--- src/design/cep_pkg.sv ---
// Package for the chunked executable parser: payload types, result codes,
// file-format constants and the request passed to the size-rounding unit.
// No dependencies; every other design file uses it.
`default_nettype none

package cep_pkg;

  localparam int unsigned ADDR_W = 32;
  localparam int unsigned SIZE_ALIGN_DEF = 2048;

  localparam logic [31:0] FILE_MAGIC = 32'h0145_5043;
  localparam logic [15:0] REG_CODE_PC = 16'h0090;
  localparam logic [31:0] STACK_TOP = 32'h801F_FFF0;

  localparam logic [7:0] CHUNK_END = 8'h00;
  localparam logic [7:0] CHUNK_LOAD = 8'h01;
  localparam logic [7:0] CHUNK_REG = 8'h03;
  localparam logic [7:0] CHUNK_UNIT = 8'h08;

  typedef enum logic [1:0] {
    KIND_DATA    = 2'd0,
    KIND_SUMMARY = 2'd1,
    KIND_ERROR   = 2'd2
  } kind_t;

  typedef enum logic [1:0] {
    ERR_MAGIC      = 2'd0,
    ERR_REG_CODE   = 2'd1,
    ERR_CHUNK_TYPE = 2'd2
  } err_t;

  typedef struct packed {
    logic [7:0] in_byte;
    logic       start_of_file;
  } in_item_t;

  typedef struct packed {
    kind_t       kind;
    logic [7:0]  data_byte;
    logic [31:0] byte_address;
    logic [31:0] entry_point;
    logic [31:0] load_base;
    logic [31:0] load_size;
    logic [31:0] stack_address;
    err_t        error_code;
  } out_item_t;

  // Summary request from the parser to the rounding unit.
  typedef struct packed {
    logic        start;
    logic [31:0] size_total;
    logic [31:0] entry_point;
    logic [31:0] load_base;
  } sum_req_t;

endpackage

`default_nettype wire

--- src/design/cep_in_if.sv ---
// Input stream interface: valid/ready handshake carrying one file byte.
// Depends on cep_pkg for the payload type.
`default_nettype none

interface cep_in_if;
  logic              valid;
  logic              ready;
  cep_pkg::in_item_t payload;

  modport source (output valid, output payload, input ready);
  modport sink (input valid, input payload, output ready);
endinterface

`default_nettype wire

--- src/design/cep_out_if.sv ---
// Output stream interface: valid/ready handshake carrying one result.
// Depends on cep_pkg for the payload type.
`default_nettype none

interface cep_out_if;
  logic               valid;
  logic               ready;
  cep_pkg::out_item_t payload;

  modport source (output valid, output payload, input ready);
  modport sink (input valid, input payload, output ready);
endinterface

`default_nettype wire

--- src/design/cep_parser.sv ---
// Byte-serial chunk parser: phase state machine, field assembly and the
// per-file accumulators. Depends on cep_pkg.
`default_nettype none

module cep_parser (
  input  logic                clk,
  input  logic                rst,
  input  logic                step,
  input  cep_pkg::in_item_t   item,
  output logic                res_valid,
  output cep_pkg::out_item_t  res,
  output cep_pkg::sum_req_t   sum_req
);
  import cep_pkg::*;

  typedef enum logic [8:0] {
    PH_MAGIC   = 9'b0_0000_0001,
    PH_TYPE    = 9'b0_0000_0010,
    PH_ADDR    = 9'b0_0000_0100,
    PH_LEN     = 9'b0_0000_1000,
    PH_DATA    = 9'b0_0001_0000,
    PH_REGCODE = 9'b0_0010_0000,
    PH_REGVAL  = 9'b0_0100_0000,
    PH_UNIT    = 9'b0_1000_0000,
    PH_HALT    = 9'b1_0000_0000
  } phase_t;

  phase_t      phase, phase_e, phase_next;
  logic [2:0]  cnt, cnt_e, cnt_next, cnt_inc;
  logic [31:0] chunk_address, chunk_address_e, chunk_address_next;
  logic [31:0] bytes_remaining, bytes_remaining_e, bytes_remaining_next;
  logic [31:0] entry_value, entry_value_e, entry_value_next;
  logic [31:0] lowest_address, lowest_address_e, lowest_address_next;
  logic        any_chunk_seen, any_chunk_seen_e, any_chunk_seen_next;
  logic [31:0] size_total, size_total_e, size_total_next;
  logic [31:0] magic_shift, magic_shift_e, magic_shift_next;
  logic [15:0] register_code, register_code_e, register_code_next;
  logic [7:0]  b;
  logic [31:0] addr_sh, len_sh, entry_sh, magic_sh;
  logic [15:0] code_sh;
  logic        emit, launch;

  assign b = item.in_byte;

  // A start mark clears the whole parse state before this byte is used.
  always_comb begin
    if (item.start_of_file) begin
      phase_e           = PH_MAGIC;
      cnt_e             = '0;
      chunk_address_e   = '0;
      bytes_remaining_e = '0;
      entry_value_e     = '0;
      lowest_address_e  = '0;
      any_chunk_seen_e  = 1'b0;
      size_total_e      = '0;
      magic_shift_e     = '0;
      register_code_e   = '0;
    end else begin
      phase_e           = phase;
      cnt_e             = cnt;
      chunk_address_e   = chunk_address;
      bytes_remaining_e = bytes_remaining;
      entry_value_e     = entry_value;
      lowest_address_e  = lowest_address;
      any_chunk_seen_e  = any_chunk_seen;
      size_total_e      = size_total;
      magic_shift_e     = magic_shift;
      register_code_e   = register_code;
    end
  end

  // Fields arrive least significant byte first.
  assign cnt_inc  = cnt_e + 3'd1;
  assign magic_sh = {b, magic_shift_e[31:8]};
  assign addr_sh  = {b, chunk_address_e[31:8]};
  assign len_sh   = {b, bytes_remaining_e[31:8]};
  assign entry_sh = {b, entry_value_e[31:8]};
  assign code_sh  = {b, register_code_e[15:8]};

  always_comb begin
    phase_next           = phase_e;
    cnt_next             = cnt_e;
    chunk_address_next   = chunk_address_e;
    bytes_remaining_next = bytes_remaining_e;
    entry_value_next     = entry_value_e;
    lowest_address_next  = lowest_address_e;
    any_chunk_seen_next  = any_chunk_seen_e;
    size_total_next      = size_total_e;
    magic_shift_next     = magic_shift_e;
    register_code_next   = register_code_e;
    emit                 = 1'b0;
    launch               = 1'b0;
    res                  = '0;

    unique case (phase_e)
      PH_MAGIC: begin
        magic_shift_next = magic_sh;
        cnt_next = cnt_inc;
        if (cnt_e == 3'd3) begin
          cnt_next = '0;
          if (magic_sh != FILE_MAGIC) begin
            emit = 1'b1;
            res.kind = KIND_ERROR;
            res.error_code = ERR_MAGIC;
            phase_next = PH_HALT;
          end else begin
            phase_next = PH_TYPE;
          end
        end
      end
      PH_TYPE: begin
        cnt_next = '0;
        case (b)
          CHUNK_END: begin
            launch = 1'b1;
            phase_next = PH_HALT;
          end
          CHUNK_LOAD: phase_next = PH_ADDR;
          CHUNK_REG: begin
            phase_next = PH_REGCODE;
            register_code_next = '0;
          end
          CHUNK_UNIT: phase_next = PH_UNIT;
          default: begin
            emit = 1'b1;
            res.kind = KIND_ERROR;
            res.error_code = ERR_CHUNK_TYPE;
            phase_next = PH_HALT;
          end
        endcase
      end
      PH_ADDR: begin
        chunk_address_next = addr_sh;
        cnt_next = cnt_inc;
        if (cnt_e == 3'd3) begin
          cnt_next = '0;
          if (!any_chunk_seen_e || addr_sh < lowest_address_e) begin
            lowest_address_next = addr_sh;
          end
          any_chunk_seen_next = 1'b1;
          phase_next = PH_LEN;
        end
      end
      PH_LEN: begin
        bytes_remaining_next = len_sh;
        cnt_next = cnt_inc;
        if (cnt_e == 3'd3) begin
          cnt_next = '0;
          size_total_next = size_total_e + len_sh;
          phase_next = (len_sh == '0) ? PH_TYPE : PH_DATA;
        end
      end
      PH_DATA: begin
        emit = 1'b1;
        res.kind = KIND_DATA;
        res.data_byte = b;
        res.byte_address = chunk_address_e;
        chunk_address_next = chunk_address_e + 32'd1;
        bytes_remaining_next = bytes_remaining_e - 32'd1;
        if (bytes_remaining_e == 32'd1) begin
          phase_next = PH_TYPE;
        end
      end
      PH_REGCODE: begin
        register_code_next = code_sh;
        cnt_next = cnt_inc;
        if (cnt_e == 3'd1) begin
          cnt_next = '0;
          if (code_sh != REG_CODE_PC) begin
            emit = 1'b1;
            res.kind = KIND_ERROR;
            res.error_code = ERR_REG_CODE;
            phase_next = PH_HALT;
          end else begin
            phase_next = PH_REGVAL;
          end
        end
      end
      PH_REGVAL: begin
        entry_value_next = entry_sh;
        cnt_next = cnt_inc;
        if (cnt_e == 3'd3) begin
          cnt_next = '0;
          phase_next = PH_TYPE;
        end
      end
      PH_UNIT: phase_next = PH_TYPE;
      PH_HALT: phase_next = PH_HALT;
      default: phase_next = PH_HALT;
    endcase
  end

  assign res_valid           = step && emit;
  assign sum_req.start       = step && launch;
  assign sum_req.size_total  = size_total_e;
  assign sum_req.entry_point = entry_value_e;
  assign sum_req.load_base   = any_chunk_seen_e ? lowest_address_e : 32'd0;

  always_ff @(posedge clk) begin
    if (rst) begin
      phase           <= PH_MAGIC;
      cnt             <= '0;
      chunk_address   <= '0;
      bytes_remaining <= '0;
      entry_value     <= '0;
      lowest_address  <= '0;
      any_chunk_seen  <= 1'b0;
      size_total      <= '0;
      magic_shift     <= '0;
      register_code   <= '0;
    end else if (step) begin
      phase           <= phase_next;
      cnt             <= cnt_next;
      chunk_address   <= chunk_address_next;
      bytes_remaining <= bytes_remaining_next;
      entry_value     <= entry_value_next;
      lowest_address  <= lowest_address_next;
      any_chunk_seen  <= any_chunk_seen_next;
      size_total      <= size_total_next;
      magic_shift     <= magic_shift_next;
      register_code   <= register_code_next;
    end
  end

endmodule

`default_nettype wire

--- src/design/cep_round.sv ---
// Size-rounding unit: rounds the load size up to a multiple of SIZE_ALIGN
// with a multiply by a scaled reciprocal, and forms the summary.
// Depends on cep_pkg.
`default_nettype none

module cep_round #(
  parameter int unsigned SIZE_ALIGN = cep_pkg::SIZE_ALIGN_DEF
) (
  input  logic               clk,
  input  logic               rst,
  input  cep_pkg::sum_req_t  sum_req,
  input  logic               take,
  output logic               busy,
  output logic               done,
  output cep_pkg::out_item_t res
);
  import cep_pkg::*;

  // x = size + SIZE_ALIGN - 1 fits in 33 bits. Its quotient by SIZE_ALIGN is
  // (x * RECIP) >> SH, exact for every 33-bit x. The product is built from the
  // two 17-bit halves of RECIP, and the last step multiplies the quotient back.
  localparam int unsigned XW = ADDR_W + 1;
  localparam int unsigned PW = 2 * XW + 1;
  localparam int unsigned HW = XW + 17;
  localparam int unsigned SH = XW + $clog2(SIZE_ALIGN);
  localparam logic [63:0] RECIP =
    ((64'd1 << SH) + 64'(SIZE_ALIGN - 1)) / 64'(SIZE_ALIGN);
  localparam logic [16:0] RECIP_LO = RECIP[16:0];
  localparam logic [16:0] RECIP_HI = RECIP[33:17];
  localparam logic [XW-1:0] ALIGN_M1 = XW'(SIZE_ALIGN - 1);
  localparam logic [31:0] ALIGN_W = 32'(SIZE_ALIGN);

  logic [2:0]    stage;
  logic [XW-1:0] x;
  logic [HW-1:0] part_lo, part_hi;
  logic [PW-1:0] prod, quot;
  logic [31:0]   entry, base, size_q;

  assign part_lo = HW'(x) * HW'(RECIP_LO);
  assign part_hi = HW'(x) * HW'(RECIP_HI);
  assign quot    = prod >> SH;

  always_ff @(posedge clk) begin
    if (rst) begin
      stage <= '0;
      done  <= 1'b0;
    end else begin
      stage <= {stage[1:0], sum_req.start};
      if (stage[2]) begin
        done <= 1'b1;
      end else if (take) begin
        done <= 1'b0;
      end
    end
  end

  always_ff @(posedge clk) begin
    if (sum_req.start) begin
      x     <= {1'b0, sum_req.size_total} + ALIGN_M1;
      entry <= sum_req.entry_point;
      base  <= sum_req.load_base;
    end
    if (stage[0]) begin
      prod <= PW'(part_lo);
    end else if (stage[1]) begin
      prod <= prod + {part_hi, 17'd0};
    end
    if (stage[2]) begin
      size_q <= quot[31:0] * ALIGN_W;
    end
  end

  assign busy = (|stage) || done;

  always_comb begin
    res               = '0;
    res.kind          = KIND_SUMMARY;
    res.entry_point   = entry;
    res.load_base     = base;
    res.load_size     = size_q;
    res.stack_address = STACK_TOP;
  end

endmodule

`default_nettype wire

--- src/design/chunked_executable_parser_unit.sv ---
// Chunked executable parser. Takes one file byte per cycle through an input
// register, parses it in one step and places any data or error result in an
// output register, so a byte is accepted every cycle while the output is free
// or being taken, and its result is offered from the output register once the
// byte has left the input register and been parsed. The end-of-file byte is the
// exception: the summary needs the load size rounded up to SIZE_ALIGN, which a
// reciprocal multiply computes; the summary enters the output register once the
// rounding unit is done and the output is free, and input is held off while the
// rounding unit is busy, which lasts until the summary has been taken.
`default_nettype none

module chunked_executable_parser_unit #(
  parameter int unsigned SIZE_ALIGN = cep_pkg::SIZE_ALIGN_DEF
) (
  input logic      clk,
  input logic      rst,
  cep_in_if.sink   in_chan,
  cep_out_if.source out_chan
);
  import cep_pkg::*;

  logic      in_full;
  in_item_t  in_q;
  logic      out_valid;
  out_item_t out_q;
  logic      out_free, adv;
  logic      par_res_valid;
  out_item_t par_res;
  sum_req_t  sum_req;
  logic      rnd_busy, rnd_done, rnd_take;
  out_item_t rnd_res;

  assign out_free = !out_valid || out_chan.ready;
  assign adv      = in_full && !rnd_busy && out_free;
  assign rnd_take = rnd_done && out_free;

  assign in_chan.ready    = !in_full || adv;
  assign out_chan.valid   = out_valid;
  assign out_chan.payload = out_q;

  always_ff @(posedge clk) begin
    if (rst) begin
      in_full <= 1'b0;
    end else if (in_chan.ready) begin
      in_full <= in_chan.valid;
    end
  end

  always_ff @(posedge clk) begin
    if (in_chan.valid && in_chan.ready) begin
      in_q <= in_chan.payload;
    end
  end

  cep_parser u_parser (
    .clk       (clk),
    .rst       (rst),
    .step      (adv),
    .item      (in_q),
    .res_valid (par_res_valid),
    .res       (par_res),
    .sum_req   (sum_req)
  );

  cep_round #(.SIZE_ALIGN(SIZE_ALIGN)) u_round (
    .clk     (clk),
    .rst     (rst),
    .sum_req (sum_req),
    .take    (rnd_take),
    .busy    (rnd_busy),
    .done    (rnd_done),
    .res     (rnd_res)
  );

  always_ff @(posedge clk) begin
    if (rst) begin
      out_valid <= 1'b0;
    end else if (par_res_valid || rnd_take) begin
      out_valid <= 1'b1;
    end else if (out_chan.ready) begin
      out_valid <= 1'b0;
    end
  end

  always_ff @(posedge clk) begin
    if (par_res_valid) begin
      out_q <= par_res;
    end else if (rnd_take) begin
      out_q <= rnd_res;
    end
  end

  // The rounding unit owns the output path from a summary request until
  // its result has been handed over.
  a_sum_busy: assert property (@(posedge clk) disable iff (rst)
    sum_req.start |=> rnd_busy)
    else $error("rounding unit not busy after a summary request");

  a_one_writer: assert property (@(posedge clk) disable iff (rst)
    !(par_res_valid && rnd_take))
    else $error("parser and rounding unit wrote the output together");

  a_hold_input: assert property (@(posedge clk) disable iff (rst)
    (rnd_busy && in_full) |-> !in_chan.ready)
    else $error("input taken while a summary is pending");

  a_take_loads: assert property (@(posedge clk) disable iff (rst)
    rnd_take |=> out_valid && out_q.kind == KIND_SUMMARY)
    else $error("summary not loaded into the output register");

endmodule

`default_nettype wire
--- src/flat_wrapper.sv ---
// flat-port wrapper written by rule: the top's interface ports become plain ports
module chunked_executable_parser_unit_flat import cep_pkg::*;
#(
  parameter int unsigned SIZE_ALIGN = cep_pkg::SIZE_ALIGN_DEF
)
  (clk, rst, in_chan_valid, in_chan_payload, in_chan_ready, out_chan_valid, out_chan_payload, out_chan_ready);
  cep_in_if in_chan_i ();
  cep_out_if out_chan_i ();
  input logic clk;
  input logic rst;
  input wire logic [$bits(in_chan_i.valid)-1:0] in_chan_valid;
  input wire logic [$bits(in_chan_i.payload)-1:0] in_chan_payload;
  output wire logic [$bits(in_chan_i.ready)-1:0] in_chan_ready;
  output wire logic [$bits(out_chan_i.valid)-1:0] out_chan_valid;
  output wire logic [$bits(out_chan_i.payload)-1:0] out_chan_payload;
  input wire logic [$bits(out_chan_i.ready)-1:0] out_chan_ready;
  assign in_chan_i.valid = in_chan_valid;
  assign in_chan_i.payload = in_chan_payload;
  assign in_chan_ready = in_chan_i.ready;
  assign out_chan_valid = out_chan_i.valid;
  assign out_chan_payload = out_chan_i.payload;
  assign out_chan_i.ready = out_chan_ready;
  chunked_executable_parser_unit #(.SIZE_ALIGN(SIZE_ALIGN)) u_core (.clk(clk), .rst(rst), .in_chan(in_chan_i), .out_chan(out_chan_i));
endmodule
--- config.mk ---
export PLATFORM = sky130hd
export DESIGN_NAME = chunked_executable_parser_unit_flat
export DESIGN_NICKNAME = d
export VERILOG_FILES = /design/src/design/cep_pkg.sv /design/src/design/cep_in_if.sv /design/src/design/cep_out_if.sv /design/src/design/cep_parser.sv /design/src/design/cep_round.sv /design/src/design/chunked_executable_parser_unit.sv /design/src/flat_wrapper.sv
export SDC_FILE = /design/constraint.sdc
export NUM_CORES = 1
export LEC_CHECK = 0
export ABC_CLOCK_PERIOD_IN_PS = 6100
export BUFFER_PORTS_ARGS = -buffer_cell sky130_fd_sc_hd__buf_2
export CORE_ASPECT_RATIO = 0.7
export CORE_MARGIN = 10
export CORE_UTILIZATION = 30
export DETAILED_ROUTE_END_ITERATION = 10
export GPL_TIMING_DRIVEN = 0
export PLACE_DENSITY_LB_ADDON = 0.25
export SETUP_SLACK_MARGIN = 0.05
export SYNTH_ARGS = -nofsm -noshare
export SYNTH_HDL_FRONTEND = slang
export SYNTH_SLANG_ARGS = --single-unit
--- constraint.sdc ---
create_clock -name clk -period 6.1 [get_ports clk]
set_input_delay 1.22 -clock clk [delete_from_list [all_inputs] [get_ports clk]]
set_output_delay 1.22 -clock clk [all_outputs]
set_load 0.02 [all_outputs]
==> summary.md, run 1 <==
| Metric | Value |
|---|---|
| Commonest cells in the synthesized netlist | nand2_1, dfxtp_1, nor2_1 |
| Register share of total power | 47.8% |
| Die Height | 264 um |
| Syn Std Cell Area | 25500 um^2 |
| CP startpoint kind | flip-flop |
| Largest family of logic cells by synthesized area | simple AND/OR/NAND/NOR gates |
| Clock skew | 16.3 ps |
| # Post-CTS Setup Buffers | 0 |
| Synth Area in XOR/XNOR | 3.70% |
| Initial antenna violation count | 2 |
| Post-CTS sizing | 15 |
| Core ar. | 84300 um^2 |
| Max VDD drop | 0.185 mV |
| RSZ-0062 raised after global routing | false |
| CP arrival | 6350 ps |
| Syn. warnings | 0 |
| Hold buffers post-CTS | 0 |
| Final Hold Vio Count | 0 |
| Vias in the first global route | 20800 |
| Final ANT Viol Nets | 0 |
| 1st-iter DRT viols | 2311 |
| Synth Instances | 2875 |
| Avg Vias per Cell | 5.20 |
| Register bit count reported by yosys | 499 |
| TritonCTS clock tree | built |
| Routed via count | 22300 |
| Setup TNS | 0 ps |
| Post-route DRC | 0 |
| Count leader, synth | nand2_1 |
| Synth Area in Compound Gates | 16.7% |
| Nets | 3222 |
| CP dominant cell by count | buf_2 |
| Sw Share | 26.0% |
| Synth top area cells | dfxtp_1, edfxtp_1, nand2_1 |
| Unique masters post-synth | 95 |
| WS Path Type | flip-flop to flip-flop |
| Slowest cell on crit path | o21ai_1 |
| Crit-path cells | buf_6 > buf_2 > buf_4 > buf_2 > buf_2 > clkbuf_4 > buf_2 > clkbuf_2 > nor2_1 > ha_1 > nand4_1 > or2_2 > o21ai_1 > a31oi_1 > o21ai_0 > o311ai_0 > a211oi_1 |
| Req. time, crit path | 6590 ps |
| Post-synthesis adder-cell area fraction | 5.06% |
| Synth top area share | 25.8% |
| Logic pwr share | 9.3% |
| Htree depth | 2 |
| P_sw | 1.92 mW |
| Max-slew headroom | 20.7% |
| Ys async rst share | 0% |
| Worst-Margin Slew | 1190 ps |
| Proportion of synthesized area in mux cells | 1.97% |
| Worst-path clk slew | 60 ps |
| Initial core utilization | 30.3% |
| # clock sinks | 499 |
| DP Area | 27900 um^2 |
| Worst Setup End Kind | flip-flop |
| Die Footprint | 97300 um^2 |
| IO Pins | 187 |
| Status | completed |
| Max Clk Rate | 171 MHz |
| Post-synthesis simple-gate area fraction | 21.9% |
| Layout cells sized above 1 | 11.3% |
| Final Non-Filler Cells | 4287 |
| Power density cells | 250 nW/um^2 |
| Placed Cells | 4198 |
| PortBufs | 160 |
| Post-synth top area cell | dfxtp_1 |
| Pre-antenna DRT Iters | 6 |
| Clk pwr share | 42.9% |
| Area Growth Syn to Fin | 15.9% |
| Pint | 5.47 mW |
| Post-detail-place hpwl | 67.8 mm |
| Number of synthesized flops with an enable pin | 170 |
| Crit-path max cell delay | 460 ps |
| Crit share post-route | 96.1% |
| Leak Pwr | 11.5 nW |
| # fillers | 8792 |
| HP Class | flip-flop to flip-flop |
| Die extent in x | 369 um |
| Placer congestion estimate | 0.960 |
| Total grt overflow | 0 |
| Number of CTS-inserted buffers | 49 |
| Post-route design area | 29600 um^2 |
| Tot GR Track Use | 17.9% |
| Mean post-synth cell area | 8.87 um^2 |
| First-pass GRT wire length | 136 mm |
| Final WL | 90.8 mm |
| CP Max Fanout | 10 |
| Pin count of the biggest net entering global routing | 69 |
| Placement row count | 89 |
| Primary FF master, synth | dfxtp_1 |
| Drt wl/cell | 21.2 um |
| Final setup viols | 0 |
| Min Tclk post-route | 5860 ps |
| Slew Limit Fails | 0 |
| CTS Root Cell | clkbuf_16 |
| CTS max path bufs | 3 |
| Max_cap viols | 0 |
| Seq/Total Area, Yosys | 45.8% |
| Clk Latency, worst-skew pair | 610 ps |
stage by stage:
stage,hold slack (ps),util [%],power [mW],worst slack [ps]
6_report,444,35.1,7.40,241
5_1_grt,469,35.1,7.67,56.3
4_1_cts,447,35.1,7.45,103
3_5_place_dp,432,33.1,4.27,-1220
3_3_place_gp,427,33.0,4.27,-2020
2_1_floorplan,418,-,4.03,1010
cell families (layout without fill, tap and decap cells):
| family | Yosys count | count (layout) |
|---|---|---|
| flops | 499 | 499 |
| compound gates | 665 | 665 |
| fa+ha+maj | 102 | 102 |
| other cells | 1 | 27 |
| buf+inv | 279 | 528 |
| xor+xnor | 107 | 107 |
| simple gates | 1172 | 1172 |
| mux | 50 | 50 |
final cells by class:
cell class                      instances  area (um^2)  area share [%]
Buffer                                212         1010            3.41
Antenna cell                            2         5.00          0.0169
Tap cell                             1137         1420            4.81
Multi-Input combinational cell       2121        12700            43.0
Clock inverter                         27          216           0.732
Clock buffer                           65         1430            4.84
Timing Repair Buffer                  162          848            2.87
Sequential cell                       499        11700            39.5
Inverter                               62          233           0.787
cells in the final DEF, fill, tap and decap left out, types with 53 or more instances in the layout:
cell type / n
nor2b_1: 100
nor3_1: 73
a21oi_1: 174
dfxtp_1: 328
inv_1: 61
clkbuf_16: 53
o21ai_0: 164
clkbuf_1: 135
xnor2_1: 63
nand2_1: 402
buf_2: 180
a22oi_1: 67
ha_1: 100
edfxtp_1: 170
nand3_1: 62
nor2_1: 304
metal layers:
metal | wire (um) | track usage (%) | vias to the layer above | part of all wire [%]
li1 | - | - | 10600 | -
met1 | 44800 | 27.6 | 10500 | 49
met3 | 11200 | 6.47 | 97 | 12
met5 | 0 | 0 | - | 0
met2 | 33400 | 23.0 | 1000 | 37
met4 | 1390 | 3.47 | 0 | 1.5
sequential cells by signal (all words and copies together), names as in the netlist, 3 cells and up:
signal / flops
u_core.u_round.stage: 3
u_core.u_parser.entry_value: 32
u_core.u_round.entry: 32
u_core.u_parser.cnt: 3
u_core.u_parser.lowest_address: 32
u_core.u_parser.magic_shift: 24
u_core.u_round.base: 32
u_core.in_q: 9
u_core.u_round.size_q: 21
u_core.u_parser.register_code: 8
u_core.u_parser.phase: 9
u_core.u_round.prod: 32
u_core.out_chan.payload: 130
u_core.u_parser.bytes_remaining: 32
u_core.u_round.x: 32
u_core.u_parser.size_total: 32
u_core.u_parser.chunk_address: 32
power by group through the flow:
| stage | Combinational (mW) | Sequential, mW | Clock (mW) |
|---|---|---|---|
| 6_report | 0.690 | 3.53 | 3.17 |
| 3_5_place_dp | 0.668 | 3.60 | 0 |
| 5_1_grt | 0.742 | 3.54 | 3.39 |
| 3_3_place_gp | 0.668 | 3.60 | 0 |
| 2_1_floorplan | 0.447 | 3.59 | 0 |
| 4_1_cts | 0.672 | 3.53 | 3.25 |
critical path: cells and delay by family (launching register included):
family	cells	cell delay, ps
DFF	1	340
adders and majority gates	1	420
AOI/OAI and AO/OA	5	1520
and+or+nand+nor	3	540
buffers and inverters	8	2880
path summary, 6_finish.rpt:
check | start | endpoint | slack, ps | depth (start not counted)
hold / removal | u_core.u_round.base[11] | u_core.out_chan.payload[77] | 440 | 2
setup reg to reg | u_core.in_q[0] | u_core.u_parser.size_total[25] | 240 | 17
hold reg to reg | u_core.u_round.base[11] | u_core.out_chan.payload[77] | 440 | 2
setup / recovery | u_core.in_q[0] | u_core.u_parser.size_total[25] | 240 | 17
Power figures use the tool's default switching activity.
==> run 2, diff against run 1 <==
--- a/config.mk
+++ b/config.mk
@@ -13,6 +13,7 @@
 export DETAILED_ROUTE_END_ITERATION = 10
 export GPL_TIMING_DRIVEN = 0
 export PLACE_DENSITY_LB_ADDON = 0.25
+export RECOVER_POWER = 100
 export SETUP_SLACK_MARGIN = 0.05
 export SYNTH_ARGS = -nofsm -noshare
 export SYNTH_HDL_FRONTEND = slang
==> run 2 against run 1 <==
- the run now ends with capacitance limit, slew limit left
- count of clock-buffer cells in the layout did not move
- clock power barely moved
- sequential share of layout area rose by 0.33 points
- register-to-register slack got worse by 30 ps
- critical path depth fell by 1
- critical path type unchanged
- die area did not move
- wire length barely moved
- via count fell by 0.26%
- non-clock buffer count did not move
- sequential power barely moved
- setup slack got worse by 30 ps
==> summary.md, run 2 (synthesis results as in run 1) <==
| Metric | Value |
|---|---|
| WS Path Type | flip-flop to flip-flop |
| CP bufs+invs | 8 |
| Clk Latency, worst-skew pair | 610 ps |
| Status | finished with violations |
| TritonCTS clock tree | built |
| Slew Limit Fails | 31 |
| Hold Path Sink | u_core.out_chan.payload[77] |
| Min Tclk post-route | 5890 ps |
| Slowest cell on crit path | and2_0 |
| Dpl ws | -1220 ps |
| Placer congestion estimate | 0.960 |
| Placement row count | 89 |
| Commonest non-fill, non-tap cell in the layout | nand2_1 |
| Max Clk Rate | 170 MHz |
| Final Hold Vio Count | 0 |
| Tot GR Track Use | 17.9% |
| Final Util | 34.8% |
| Req. time, crit path | 6420 ps |
| Clock skew | 18.6 ps |
| Pre-antenna DRT Iters | 6 |
| 1st-iter DRT viols | 2491 |
| Origin of the critical flop-to-flop path | u_core.in_q[0] |
| Final Non-Filler Cells | 4288 |
| Layout cells sized above 1 | 6.64% |
| IO Pins | 187 |
| HP Class | flip-flop to flip-flop |
| Cells on worst reg2reg path | 16 |
| # clock sinks | 499 |
| Worst-Margin Slew | 1560 ps |
| Vias in the first global route | 20800 |
| Max VDD drop | 0.182 mV |
| CP startpoint kind | flip-flop |
| Hold buffers post-CTS | 0 |
| Cell family contributing the most delay on the critical path | buffers and inverters |
| Drt wl/cell | 21.2 um |
| CP arrival | 6210 ps |
| Die Height | 264 um |
| Leading cell types in the layout, fill and taps excluded | nand2_1, dfxtp_1, nor2_1, clkbuf_1, a21oi_1 |
| Crit-path max cell delay | 510 ps |
| Min-Delay Path Depth | 2 |
| Post-route worst setup slack | 211 ps |
| Worst R2R Setup Slack | 210 ps |
| RSZ-0062 raised after global routing | false |
| Final WL | 90.8 mm |
| Area Growth Syn to Fin | 14.9% |
| Post-route DRC | 0 |
| Final setup viols | 0 |
| CTS Root Cell | clkbuf_16 |
| Htree depth | 2 |
| PortBufs | 160 |
| Placed Cells | 4198 |
| Max-slew headroom | -3.86% |
| Avg Vias per Cell | 5.18 |
| Failing checks | capacitance limit, slew limit |
| Leak Pwr | 10.8 nW |
| Die Footprint | 97300 um^2 |
| Die extent in x | 369 um |
| Nets | 3222 |
| Worst Setup End Kind | flip-flop |
| Power density cells | 252 nW/um^2 |
| Final ANT Viol Nets | 0 |
| Hold path startpoint | u_core.u_round.base[11] |
| Initial antenna violation count | 2 |
| Number of CTS-inserted buffers | 49 |
| Crit share post-route | 96.5% |
| CTS max path bufs | 3 |
| CP Max Fanout | 40 |
| Pin count of the biggest net entering global routing | 69 |
| First-pass GRT wire length | 136 mm |
| Post-detail-place hpwl | 67.8 mm |
| Core ar. | 84300 um^2 |
| FF-to-FF End | u_core.out_chan.payload[171] |
| Routed via count | 22200 |
| # Post-CTS Setup Buffers | 0 |
| Max_cap viols | 1 |
| CP dominant cell by count | buf_2 |
| Max reg flops | 130 |
| Initial core utilization | 30.3% |
| Crit-path cells | buf_6 > buf_2 > buf_4 > buf_2 > buf_2 > clkbuf_4 > clkbuf_4 > nor2b_1 > ha_1 > ha_1 > o31ai_1 > o21ai_0 > o21ai_2 > and2_0 > nand2_1 > buf_6 |
| Total grt overflow | 0 |
| Setup TNS | 0 ps |
| Worst-path clk slew | 60 ps |
-- run 2: worst min-delay path: stages (launching register included) --
cell	delay (ps)
edfxtp_1	320
nand2_1	40
o21ai_0	50
-- run 2: report_power, final --
part	leakage (nW)	switching (mW)	internal (mW)
clock network	0.825	1.39	1.78
logic	5.91	0.464	0.221
registers	4.09	0.0678	3.47
total	10.8	1.92	5.47
-- run 2: routing by layer --
metal | global-route usage (%) | wire (um)
met5 | 0 | 0
met4 | 3.47 | 1430
met3 | 6.47 | 10800
met2 | 23.0 | 33400
met1 | 27.6 | 45200
-- run 2: what timing repair did --
item | 4_1_cts | 5_1_grt
resized for setup | 15 | 11
hold endpoints to repair | 0 | 0
cloned | 0 | 0
setup endpoints to repair | 204 | 132
-- run 2: how the worst max path moves through the flow --
stage	from	to	slack, ps	cells after the start
5_1_grt	u_core.in_q[0]	u_core.u_parser.lowest_address[13]	40	19
4_1_cts	u_core.in_q[0]	u_core.u_parser.lowest_address[4]	100	20
2_1_floorplan	out_chan_ready	u_core.u_round.base[0]	1010	7
3_5_place_dp	u_core.in_q[0]	u_core.out_chan.payload[117]	-1220	18
6_report	u_core.in_q[0]	u_core.out_chan.payload[171]	210	16
3_3_place_gp	u_core.in_q[0]	u_core.out_chan.payload[155]	-2020	16
-- run 2: area by class of cell --
type	count	area (um^2)
Inverter	62	233
Multi-Input combinational cell	2121	12700
Fill cell	8875	55000
Tap cell	1137	1420
Sequential cell	499	11700
Clock inverter	27	216
Timing Repair Buffer	162	657
Clock buffer	65	1430
Buffer	212	1000
Antenna cell	3	7.51
-- run 2: metrics by stage --
step,total power [mW],area [um^2],hold slack (ps)
floorplan,4.03,25600,418
global placement,4.27,27800,427
detailed placement,4.27,27900,432
CTS,7.45,29600,447
global route,7.66,29300,469
finish,7.39,29300,444
